[config.mk]
export PLATFORM = sky130hd
export DESIGN_NAME = joint_limit_align
export DESIGN_NICKNAME = d
export VERILOG_FILES = /design/src/rtl/jla_pkg.sv /design/src/rtl/joint_limit_align.sv /design/src/rtl/jla_limit_mem.sv
export SDC_FILE = /design/constraint.sdc
export NUM_CORES = 2
export LEC_CHECK = 0
export BUFFER_PORTS_ARGS = -buffer_cell sky130_fd_sc_hd__buf_2
export CORE_MARGIN = 1.5
export CORE_UTILIZATION = 25
export CTS_CLUSTER_SIZE = 12
export DETAILED_ROUTE_END_ITERATION = 12
export HOLD_SLACK_MARGIN = 0.06
export PLACE_DENSITY_LB_ADDON = 0.1
export SYNTH_ARGS = -nofsm -noshare
export SYNTH_HDL_FRONTEND = slang
export SYNTH_HIERARCHICAL = 1
export SYNTH_SLANG_ARGS = --single-unit
[constraint.sdc]
create_clock -name clk -period 20.7 [get_ports clk]
set_input_delay 1.035 -clock clk [delete_from_list [all_inputs] [get_ports clk]]
set_output_delay 1.035 -clock clk [all_outputs]
set_load 0.02 [all_outputs]
[src/rtl/jla_pkg.sv]
// shared types, constants and helper functions of the joint limit align block
package jla_pkg;

  localparam int ANGLE_BITS      = 32;
  localparam int WIDE_BITS       = ANGLE_BITS + 4;
  localparam int JOINT_BITS      = 3;
  localparam int JOINT_COUNT_DEF = 6;
  localparam int CAND_COUNT      = 5;
  localparam int KSEL_BITS       = 3;
  localparam int RECIP_SHIFT     = 34;
  localparam int QUO_BITS        = 64 - RECIP_SHIFT;

  typedef logic signed [ANGLE_BITS-1:0] angle_t;
  typedef logic signed [WIDE_BITS-1:0]  wide_t;

  // full turn, 2*pi with 24 fraction bits
  localparam wide_t  TWO_PI_FX    = WIDE_BITS'(105414357);
  localparam angle_t LIMIT_LO_RST = -ANGLE_BITS'(105414357);
  localparam angle_t LIMIT_HI_RST = ANGLE_BITS'(105414357);
  // floor(y / 5) = (y * RECIP_FIVE) >> RECIP_SHIFT for any 32-bit y
  localparam logic [31:0] RECIP_FIVE = 32'hCCCC_CCCD;
  localparam logic [KSEL_BITS-1:0] KSEL_CENTER = KSEL_BITS'(2);

  typedef enum logic [1:0] {
    CMD_CLAMP   = 2'd0,
    CMD_REBOUND = 2'd1,
    CMD_ALIGN   = 2'd2,
    CMD_LOAD    = 2'd3
  } cmd_t;

  typedef struct packed {
    cmd_t                  command;
    logic [JOINT_BITS-1:0] joint_index;
    angle_t                angle_in;
    angle_t                reference_angle;
    angle_t                new_lower;
    angle_t                new_upper;
  } in_item_t;

  typedef struct packed {
    angle_t                angle_out;
    logic [JOINT_BITS-1:0] joint_out;
  } out_item_t;

  function automatic wide_t widen(input angle_t a);
    return {{(WIDE_BITS-ANGLE_BITS){a[ANGLE_BITS-1]}}, a};
  endfunction

  function automatic angle_t sat_angle(input wide_t v);
    wide_t hi_lim;
    wide_t lo_lim;
    hi_lim = widen({1'b0, {(ANGLE_BITS-1){1'b1}}});
    lo_lim = widen({1'b1, {(ANGLE_BITS-1){1'b0}}});
    if (v > hi_lim) begin
      return hi_lim[ANGLE_BITS-1:0];
    end else if (v < lo_lim) begin
      return lo_lim[ANGLE_BITS-1:0];
    end
    return v[ANGLE_BITS-1:0];
  endfunction

  // turn offset of candidate k, k = 0 is two turns back
  function automatic wide_t cand_offset(input logic [KSEL_BITS-1:0] k);
    wide_t off;
    unique case (k)
      KSEL_BITS'(0): off = -(TWO_PI_FX <<< 1);
      KSEL_BITS'(1): off = -TWO_PI_FX;
      KSEL_BITS'(3): off = TWO_PI_FX;
      KSEL_BITS'(4): off = TWO_PI_FX <<< 1;
      default:       off = '0;
    endcase
    return off;
  endfunction

endpackage

[src/rtl/joint_limit_align.sv]
// joint limit align top level: limit memory and five-stage conditioning pipeline
//
// Input channel in_valid/in_stall/in_data carries one command for one joint.
// A load command writes that joint's lower and upper limit into the limit
// memory in the cycle it is accepted and gives no result; a following item
// for the same joint already sees the new limits. Clamp, clamp with rebound
// and align each give one item on out_valid/out_stall/out_data, in order.
// An accepted item passes five registers on its way to the output (memory read,
// limit compares, candidate selection, reciprocal multiply for the rebound tenth,
// output register). Throughput is one item per cycle, loads included, while
// the pipeline is not held full by a stalling receiver.
// When the receiver stalls, the output register holds its item and the
// stages behind it keep filling; in_stall rises only once every stage holds
// an item. Reset empties the pipeline and returns all limits to -2*pi and
// +2*pi at once through per-entry valid flags, so items are taken in the
// first cycle after reset.
module joint_limit_align import jla_pkg::*; #(
  parameter int JOINT_COUNT = JOINT_COUNT_DEF
) (
  input  logic      clk,
  input  logic      rst_n,
  input  logic      in_valid,
  output logic      in_stall,
  input  in_item_t  in_data,
  output logic      out_valid,
  input  logic      out_stall,
  output out_item_t out_data
);

  localparam int MEM_DEPTH = (JOINT_COUNT < (1 << JOINT_BITS)) ? JOINT_COUNT
                                                               : (1 << JOINT_BITS);
  localparam int ADDR_BITS = (MEM_DEPTH > 1) ? $clog2(MEM_DEPTH) : 1;

  // handshake and stage occupancy
  logic in_acc;
  logic joint_ok;
  logic is_load;
  logic s1_v_r, s2_v_r, s3_v_r, s4_v_r, out_valid_r;
  logic free1, free2, free3, free4, free_out;

  assign is_load  = (in_data.command == CMD_LOAD);
  assign joint_ok = int'(in_data.joint_index) < MEM_DEPTH;
  assign in_acc   = in_valid && !in_stall;

  assign free_out = !out_valid_r || !out_stall;
  assign free4    = !s4_v_r || free_out;
  assign free3    = !s3_v_r || free4;
  assign free2    = !s2_v_r || free3;
  assign free1    = !s1_v_r || free2;
  assign in_stall = !free1;

  always_ff @(posedge clk) begin
    if (!rst_n) begin
      s1_v_r      <= 1'b0;
      s2_v_r      <= 1'b0;
      s3_v_r      <= 1'b0;
      s4_v_r      <= 1'b0;
      out_valid_r <= 1'b0;
    end else begin
      if (free1)    s1_v_r      <= in_acc && !is_load;
      if (free2)    s2_v_r      <= s1_v_r;
      if (free3)    s3_v_r      <= s2_v_r;
      if (free4)    s4_v_r      <= s3_v_r;
      if (free_out) out_valid_r <= s4_v_r;
    end
  end

  // limit memory
  angle_t mem_lo;
  angle_t mem_hi;

  jla_limit_mem #(
    .DEPTH     (MEM_DEPTH),
    .ADDR_BITS (ADDR_BITS)
  ) u_mem (
    .clk     (clk),
    .rst_n   (rst_n),
    .wr_en   (in_acc && is_load && joint_ok),
    .wr_addr (in_data.joint_index[ADDR_BITS-1:0]),
    .wr_lo   (in_data.new_lower),
    .wr_hi   (in_data.new_upper),
    .rd_en   (in_acc && !is_load && joint_ok),
    .rd_addr (in_data.joint_index[ADDR_BITS-1:0]),
    .rd_lo   (mem_lo),
    .rd_hi   (mem_hi)
  );

  // stage 1: item fields alongside the memory read
  cmd_t                  s1_cmd_r;
  logic [JOINT_BITS-1:0] s1_joint_r;
  logic                  s1_ok_r;
  angle_t                s1_ang_r;
  angle_t                s1_ref_r;

  always_ff @(posedge clk) begin
    if (free1) begin
      s1_cmd_r   <= in_data.command;
      s1_joint_r <= in_data.joint_index;
      s1_ok_r    <= joint_ok;
      s1_ang_r   <= in_data.angle_in;
      s1_ref_r   <= in_data.reference_angle;
    end
  end

  // stage 2: limit compares, clamp, rebound excess, align distances
  wide_t                  v_w, lo_w, hi_w, ref_w, range_w, ex_w;
  logic                   s2_below_nxt, s2_above_nxt;
  angle_t                 s2_clamp_nxt;
  wide_t                  s2_m_nxt;
  logic [CAND_COUNT-1:0]  s2_inlim_nxt;
  logic [WIDE_BITS-1:0]   s2_dist_nxt [CAND_COUNT];

  always_comb begin
    wide_t cand;
    wide_t diff;
    v_w   = widen(s1_ang_r);
    lo_w  = widen(mem_lo);
    hi_w  = widen(mem_hi);
    ref_w = widen(s1_ref_r);
    s2_below_nxt = v_w < lo_w;
    s2_above_nxt = v_w > hi_w;
    s2_clamp_nxt = s2_below_nxt ? mem_lo : s1_ang_r;
    if (s2_clamp_nxt > mem_hi) begin
      s2_clamp_nxt = mem_hi;
    end
    range_w  = hi_w - lo_w;
    ex_w     = s2_below_nxt ? (lo_w - v_w) : (v_w - hi_w);
    s2_m_nxt = (ex_w < range_w) ? ex_w : range_w;
    for (int i = 0; i < CAND_COUNT; i++) begin
      cand = v_w + cand_offset(KSEL_BITS'(i));
      diff = cand - ref_w;
      s2_inlim_nxt[i] = (cand >= lo_w) && (cand <= hi_w);
      s2_dist_nxt[i]  = diff[WIDE_BITS-1] ? -diff : diff;
    end
  end

  cmd_t                  s2_cmd_r;
  logic [JOINT_BITS-1:0] s2_joint_r;
  logic                  s2_ok_r;
  angle_t                s2_ang_r, s2_lo_r, s2_hi_r, s2_clamp_r;
  logic                  s2_below_r, s2_above_r;
  wide_t                 s2_m_r;
  logic [CAND_COUNT-1:0] s2_inlim_r;
  logic [WIDE_BITS-1:0]  s2_dist_r [CAND_COUNT];

  always_ff @(posedge clk) begin
    if (free2) begin
      s2_cmd_r   <= s1_cmd_r;
      s2_joint_r <= s1_joint_r;
      s2_ok_r    <= s1_ok_r;
      s2_ang_r   <= s1_ang_r;
      s2_lo_r    <= mem_lo;
      s2_hi_r    <= mem_hi;
      s2_clamp_r <= s2_clamp_nxt;
      s2_below_r <= s2_below_nxt;
      s2_above_r <= s2_above_nxt;
      s2_m_r     <= s2_m_nxt;
      s2_inlim_r <= s2_inlim_nxt;
      s2_dist_r  <= s2_dist_nxt;
    end
  end

  // stage 3: nearest in-limit candidate, rebound magnitude halved
  logic [KSEL_BITS-1:0] s3_ksel_nxt;
  logic                 s3_mneg_nxt;
  logic [31:0]          s3_y_nxt;

  always_comb begin
    logic [WIDE_BITS-1:0] best_d;
    wide_t                m_abs;
    wide_t                plus5;
    // unshifted angle is the starting pick, ties keep the earlier one
    s3_ksel_nxt = KSEL_CENTER;
    best_d      = s2_dist_r[KSEL_CENTER];
    for (int i = 0; i < CAND_COUNT; i++) begin
      if (s2_inlim_r[i] && (s2_dist_r[i] < best_d)) begin
        best_d      = s2_dist_r[i];
        s3_ksel_nxt = KSEL_BITS'(i);
      end
    end
    s3_mneg_nxt = s2_m_r[WIDE_BITS-1];
    m_abs       = s3_mneg_nxt ? -s2_m_r : s2_m_r;
    plus5       = m_abs + WIDE_BITS'(5);
    s3_y_nxt    = plus5[32:1];
  end

  cmd_t                  s3_cmd_r;
  logic [JOINT_BITS-1:0] s3_joint_r;
  logic                  s3_ok_r;
  angle_t                s3_ang_r, s3_lo_r, s3_hi_r, s3_clamp_r;
  logic                  s3_below_r, s3_above_r, s3_mneg_r;
  logic [31:0]           s3_y_r;
  logic [KSEL_BITS-1:0]  s3_ksel_r;

  always_ff @(posedge clk) begin
    if (free3) begin
      s3_cmd_r   <= s2_cmd_r;
      s3_joint_r <= s2_joint_r;
      s3_ok_r    <= s2_ok_r;
      s3_ang_r   <= s2_ang_r;
      s3_lo_r    <= s2_lo_r;
      s3_hi_r    <= s2_hi_r;
      s3_clamp_r <= s2_clamp_r;
      s3_below_r <= s2_below_r;
      s3_above_r <= s2_above_r;
      s3_mneg_r  <= s3_mneg_nxt;
      s3_y_r     <= s3_y_nxt;
      s3_ksel_r  <= s3_ksel_nxt;
    end
  end

  // stage 4: divide by five through the reciprocal, align clamp
  logic [63:0] s4_prod_nxt;
  angle_t      s4_align_nxt;

  always_comb begin
    wide_t best;
    s4_prod_nxt = {32'd0, s3_y_r} * {32'd0, RECIP_FIVE};
    best = widen(s3_ang_r) + cand_offset(s3_ksel_r);
    if (best < widen(s3_lo_r)) begin
      best = widen(s3_lo_r);
    end
    if (best > widen(s3_hi_r)) begin
      best = widen(s3_hi_r);
    end
    s4_align_nxt = best[ANGLE_BITS-1:0];
  end

  cmd_t                  s4_cmd_r;
  logic [JOINT_BITS-1:0] s4_joint_r;
  logic                  s4_ok_r;
  angle_t                s4_ang_r, s4_base_r, s4_clamp_r, s4_align_r;
  logic                  s4_below_r, s4_above_r, s4_mneg_r;
  logic [63:0]           s4_prod_r;

  always_ff @(posedge clk) begin
    if (free4) begin
      s4_cmd_r   <= s3_cmd_r;
      s4_joint_r <= s3_joint_r;
      s4_ok_r    <= s3_ok_r;
      s4_ang_r   <= s3_ang_r;
      s4_base_r  <= s3_below_r ? s3_lo_r : s3_hi_r;
      s4_clamp_r <= s3_clamp_r;
      s4_align_r <= s4_align_nxt;
      s4_below_r <= s3_below_r;
      s4_above_r <= s3_above_r;
      s4_mneg_r  <= s3_mneg_r;
      s4_prod_r  <= s4_prod_nxt;
    end
  end

  // stage 5: finish rebound, pick the result per command
  angle_t out_angle_nxt;

  always_comb begin
    wide_t tenth_w;
    wide_t reb_w;
    tenth_w = wide_t'({{(WIDE_BITS-QUO_BITS){1'b0}}, s4_prod_r[63:RECIP_SHIFT]});
    if (s4_mneg_r) begin
      tenth_w = -tenth_w;
    end
    priority if (s4_below_r) begin
      reb_w = widen(s4_base_r) + tenth_w;
    end else if (s4_above_r) begin
      reb_w = widen(s4_base_r) - tenth_w;
    end else begin
      reb_w = widen(s4_ang_r);
    end
    unique case (s4_cmd_r)
      CMD_CLAMP:   out_angle_nxt = s4_clamp_r;
      CMD_REBOUND: out_angle_nxt = sat_angle(reb_w);
      CMD_ALIGN:   out_angle_nxt = s4_align_r;
      default:     out_angle_nxt = s4_ang_r;
    endcase
    // joint outside the table passes the angle through
    if (!s4_ok_r) begin
      out_angle_nxt = s4_ang_r;
    end
  end

  out_item_t out_data_r;

  always_ff @(posedge clk) begin
    if (free_out) begin
      out_data_r.angle_out <= out_angle_nxt;
      out_data_r.joint_out <= s4_joint_r;
    end
  end

  assign out_valid = out_valid_r;
  assign out_data  = out_data_r;

  a_load_no_slot: assert property (@(posedge clk) disable iff (!rst_n)
    (in_valid && !in_stall && in_data.command == CMD_LOAD) |=> !s1_v_r)
    else $error("load item took a pipeline slot");

  a_item_enters: assert property (@(posedge clk) disable iff (!rst_n)
    (in_valid && !in_stall && in_data.command != CMD_LOAD) |=> s1_v_r)
    else $error("accepted item lost before stage one");

  a_full_stalls: assert property (@(posedge clk) disable iff (!rst_n)
    (s1_v_r && s2_v_r && s3_v_r && s4_v_r && out_valid_r && out_stall) |-> in_stall)
    else $error("input accepted while every stage is full");

  a_clamp_in_limits: assert property (@(posedge clk) disable iff (!rst_n)
    (s2_v_r && (s2_lo_r <= s2_hi_r)) |-> ((s2_clamp_r >= s2_lo_r) && (s2_clamp_r <= s2_hi_r)))
    else $error("clamp result outside ordered limits");

endmodule

[src/rtl/jla_limit_mem.sv]
// per-joint lower/upper limit memory with registered read and reset-valid flags
module jla_limit_mem import jla_pkg::*; #(
  parameter int DEPTH     = JOINT_COUNT_DEF,
  parameter int ADDR_BITS = 3
) (
  input  logic                 clk,
  input  logic                 rst_n,
  input  logic                 wr_en,
  input  logic [ADDR_BITS-1:0] wr_addr,
  input  angle_t               wr_lo,
  input  angle_t               wr_hi,
  input  logic                 rd_en,
  input  logic [ADDR_BITS-1:0] rd_addr,
  output angle_t               rd_lo,
  output angle_t               rd_hi
);

  angle_t           lo_mem [DEPTH];
  angle_t           hi_mem [DEPTH];
  logic [DEPTH-1:0] vld_r;
  angle_t           lo_raw_r;
  angle_t           hi_raw_r;
  logic             rd_vld_r;

  always_ff @(posedge clk) begin
    if (wr_en) begin
      lo_mem[wr_addr] <= wr_lo;
      hi_mem[wr_addr] <= wr_hi;
    end
  end

  // entries never loaded since reset read as the default limits
  always_ff @(posedge clk) begin
    if (!rst_n) begin
      vld_r <= '0;
    end else if (wr_en) begin
      vld_r[wr_addr] <= 1'b1;
    end
  end

  always_ff @(posedge clk) begin
    if (rd_en) begin
      lo_raw_r <= lo_mem[rd_addr];
      hi_raw_r <= hi_mem[rd_addr];
      rd_vld_r <= vld_r[rd_addr];
    end
  end

  assign rd_lo = rd_vld_r ? lo_raw_r : LIMIT_LO_RST;
  assign rd_hi = rd_vld_r ? hi_raw_r : LIMIT_HI_RST;

endmodule

==> reports/results.ini <==
[cts]
clockBufferDepth=4
post_cts_buffers=0
clkSlewWorstSetupHoldPaths_ps=60
cts.sink_count=1255
insertion_delay_ps=910
hold_buffers=0
cts_resized=0
cts_tree=done
h-tree-depth=4
numCtsBuffers=163
root_buffer=clkbuf_16

[logic_synthesis]
synth_area_per_cell_sq_um=10.7
synth_edf_count=1244
synth_ff_type=edfxtp_1
ys_warn_count=6
synth_area_sq_um=103000
ys_ff_latch=1255
netlist-cell-type-count=113
syn_inst=9636
synth_seq_area_share_pct=36.5
synthArstFlopShare_pct=0

[cells_and_area]
layout-drive-gt1-share_pct=8.66
nNetsFinal=11700
regArea_sq_um=37600
multi_input_comb_area_sq_um=60300
syn_to_final_growth_pct=12.8
fillCellCount=42700

[route]
wire_per_inst_um=26.8
via_per_inst=4.91
routed_wl_mm=414
via_count=75900
drt_iter0_drc=6056
dr.pass1.iters=6
drtAntennaViolNets=0
drc=0

[sta]
skew_ps=115
rsz0062_at_grt=false
hold_violations=0
worst_pin_slew_ps=1290
tns_ps=0
finalSetupViolations=0
post-route-period-util_pct=85.5
worst_slack_ps=3010
fmax_mhz=56.5
relSlewSlack_pct=11.5
min_period_ps=17690
drv_slew=0

[hold_path]
hp-class=input pin to flip-flop

[floorplanning]
start_util_pct=25.1
num_io_pins=174
die_w_um=645
fp.dieH_um=645
core_sq_um=410000
rows=235
design.die.area_sq_um=416000

[setup_path]
cp-end-kind=flip-flop
path_common_cell=a21o_1
required_ps=21260
slowest_stage=a2111oi_0
arrival_ps=18250
crit_fanout=47
startpoint_type=flip-flop
path_class=flip-flop to flip-flop
slowest_delay_ps=1130

[global_route]
gr-total-overflow=0
grt_pass1_vias=75900
grtUsageTotal_pct=19.5
antenna_found_initial=37
grt_max_degree=68
grt_pass1_wl_mm=584

[run_status]
status=finished, final reports clean

[placed_design]
gp_congestion=0.900
dp.final_hpwl_mm=339
place_ws_ps=3330
port_buffers=173

[flow_run]
max-cap-violations=0

through the flow:
stage                     cell area, sq um  util (%)  std cells  hold WS, ps
final                               116000      28.3      15500          318
after global placement              111000      27.1      15200          402
after floorplan                     103000         -       9646          400
after global routing                116000      28.3      15500          273
after CTS                           116000      28.3      15500          230
after detailed placement            111000      27.1      15200          405
area by class of cell:
| cell class | count | area share [%] |
|---|---|---|
| sequential | 1255 | 32.3 |
| clock inverter | 100 | 0.903 |
| tap | 5451 | 5.87 |
| timing repair buffer | 303 | 1.59 |
| multi-input combinational | 6999 | 51.9 |
| clock buffer | 188 | 3.62 |
| antenna | 8 | 0.0172 |
| inverter | 1160 | 3.76 |
registers in the layout, indices dropped and copies added (netlist names), 33 cells and up:
name and count:
s2_m_r 33, u_mem/lo_mem 192, u_mem/hi_mem 192, out_data 35
s2_dist_r 177
logic make-up after synthesis:
| logic type | after synthesis | share of synthesized area, % |
|---|---|---|
| compound gates | 2161 | 13.7 |
| simple gates | 2072 | 10.3 |
| fa+ha+maj | 1697 | 23.7 |
| buf+inv | 1392 | 5.20 |
| flops | 1255 | 36.5 |
| xor+xnor | 607 | 5.18 |
| mux | 451 | 5.50 |
| other cells | 1 | 0.00364 |
metal layers:
metal | part of all wire (%) | wire length, um | global-route usage (%) | up-vias
met5 | 0.020 | 84 | 0 | -
met4 | 1.6 | 6480 | 3.17 | 12
met3 | 4.3 | 17700 | 2.04 | 309
met2 | 46 | 190000 | 31.7 | 1812
met1 | 48 | 200000 | 28.1 | 38200
li1 | - | - | - | 35600
synth_stat cells, types with 25 or more instances:
| library cell | n | share of area, % |
|---|---|---|
| a211o_1 | 25 | 0.21 |
| a211oi_1 | 66 | 0.48 |
| a21o_1 | 258 | 1.9 |
| a21oi_1 | 559 | 2.7 |
| a221oi_1 | 27 | 0.23 |
| a31oi_1 | 86 | 0.52 |
| and2_1 | 67 | 0.41 |
| and3_1 | 48 | 0.29 |
| clkbuf_1 | 192 | 0.70 |
| edfxtp_1 | 1244 | 36 |
| fa_1 | 425 | 8.3 |
| ha_1 | 1272 | 15 |
| inv_1 | 1146 | 4.2 |
| mux2_1 | 132 | 1.4 |
| mux2_2 | 136 | 1.5 |
| mux2i_1 | 118 | 1.1 |
| mux4_2 | 65 | 1.4 |
| nand2_1 | 468 | 1.7 |
| nand2b_1 | 153 | 0.93 |
| nand3_1 | 163 | 0.79 |
| nand4_1 | 126 | 0.77 |
| nor2_1 | 467 | 1.7 |
| nor2b_1 | 123 | 0.75 |
| nor3_1 | 147 | 0.71 |
| nor4_1 | 50 | 0.30 |
| o211ai_1 | 52 | 0.38 |
| o21a_1 | 139 | 1.0 |
| o21ai_0 | 467 | 2.3 |
| o21ai_1 | 31 | 0.15 |
| o21bai_1 | 41 | 0.30 |
| o221ai_1 | 25 | 0.21 |
| o22a_1 | 25 | 0.21 |
| o31a_1 | 32 | 0.27 |
| o31ai_1 | 62 | 0.45 |
| or2_2 | 38 | 0.23 |
| or3_1 | 68 | 0.41 |
| xnor2_1 | 425 | 3.6 |
| xor2_1 | 180 | 1.5 |
critical path, delay by kind of cell, from the launching register on:
family          cells  cell delay (ps)
compound gates     22             6320
fa+ha+maj           5             1480
buf+inv             7             1860
flops               1              460
mux                 3              890
simple gates       18             6270
final timing paths:
kind,cells past startpoint,slack (ps),startpoint,end
max,55,3010,s2_dist_r[103],s3_ksel_r[2]
min,1,320,in_data[100],s1_ang_r[4]
max reg2reg,55,3010,s2_dist_r[103],s3_ksel_r[2]
min reg2reg,0,400,s3_clamp_r[0],s4_clamp_r[0]
placed cells by master, fill, tap and decap left out, types with 164 or more instances in the layout:
master     count
clkbuf_16    164
inv_1       1143
nand2_1      464
edfxtp_1    1244
buf_2        170
a21o_1       258
a21oi_1      557
nor2_1       463
o21ai_0      467
xor2_1       180
ha_1        1272
xnor2_1      425
fa_1         425
Power is left out: the tool's default activity adds up to more than one toggle a clock period on the data nets, which glitch-free logic cannot reach.
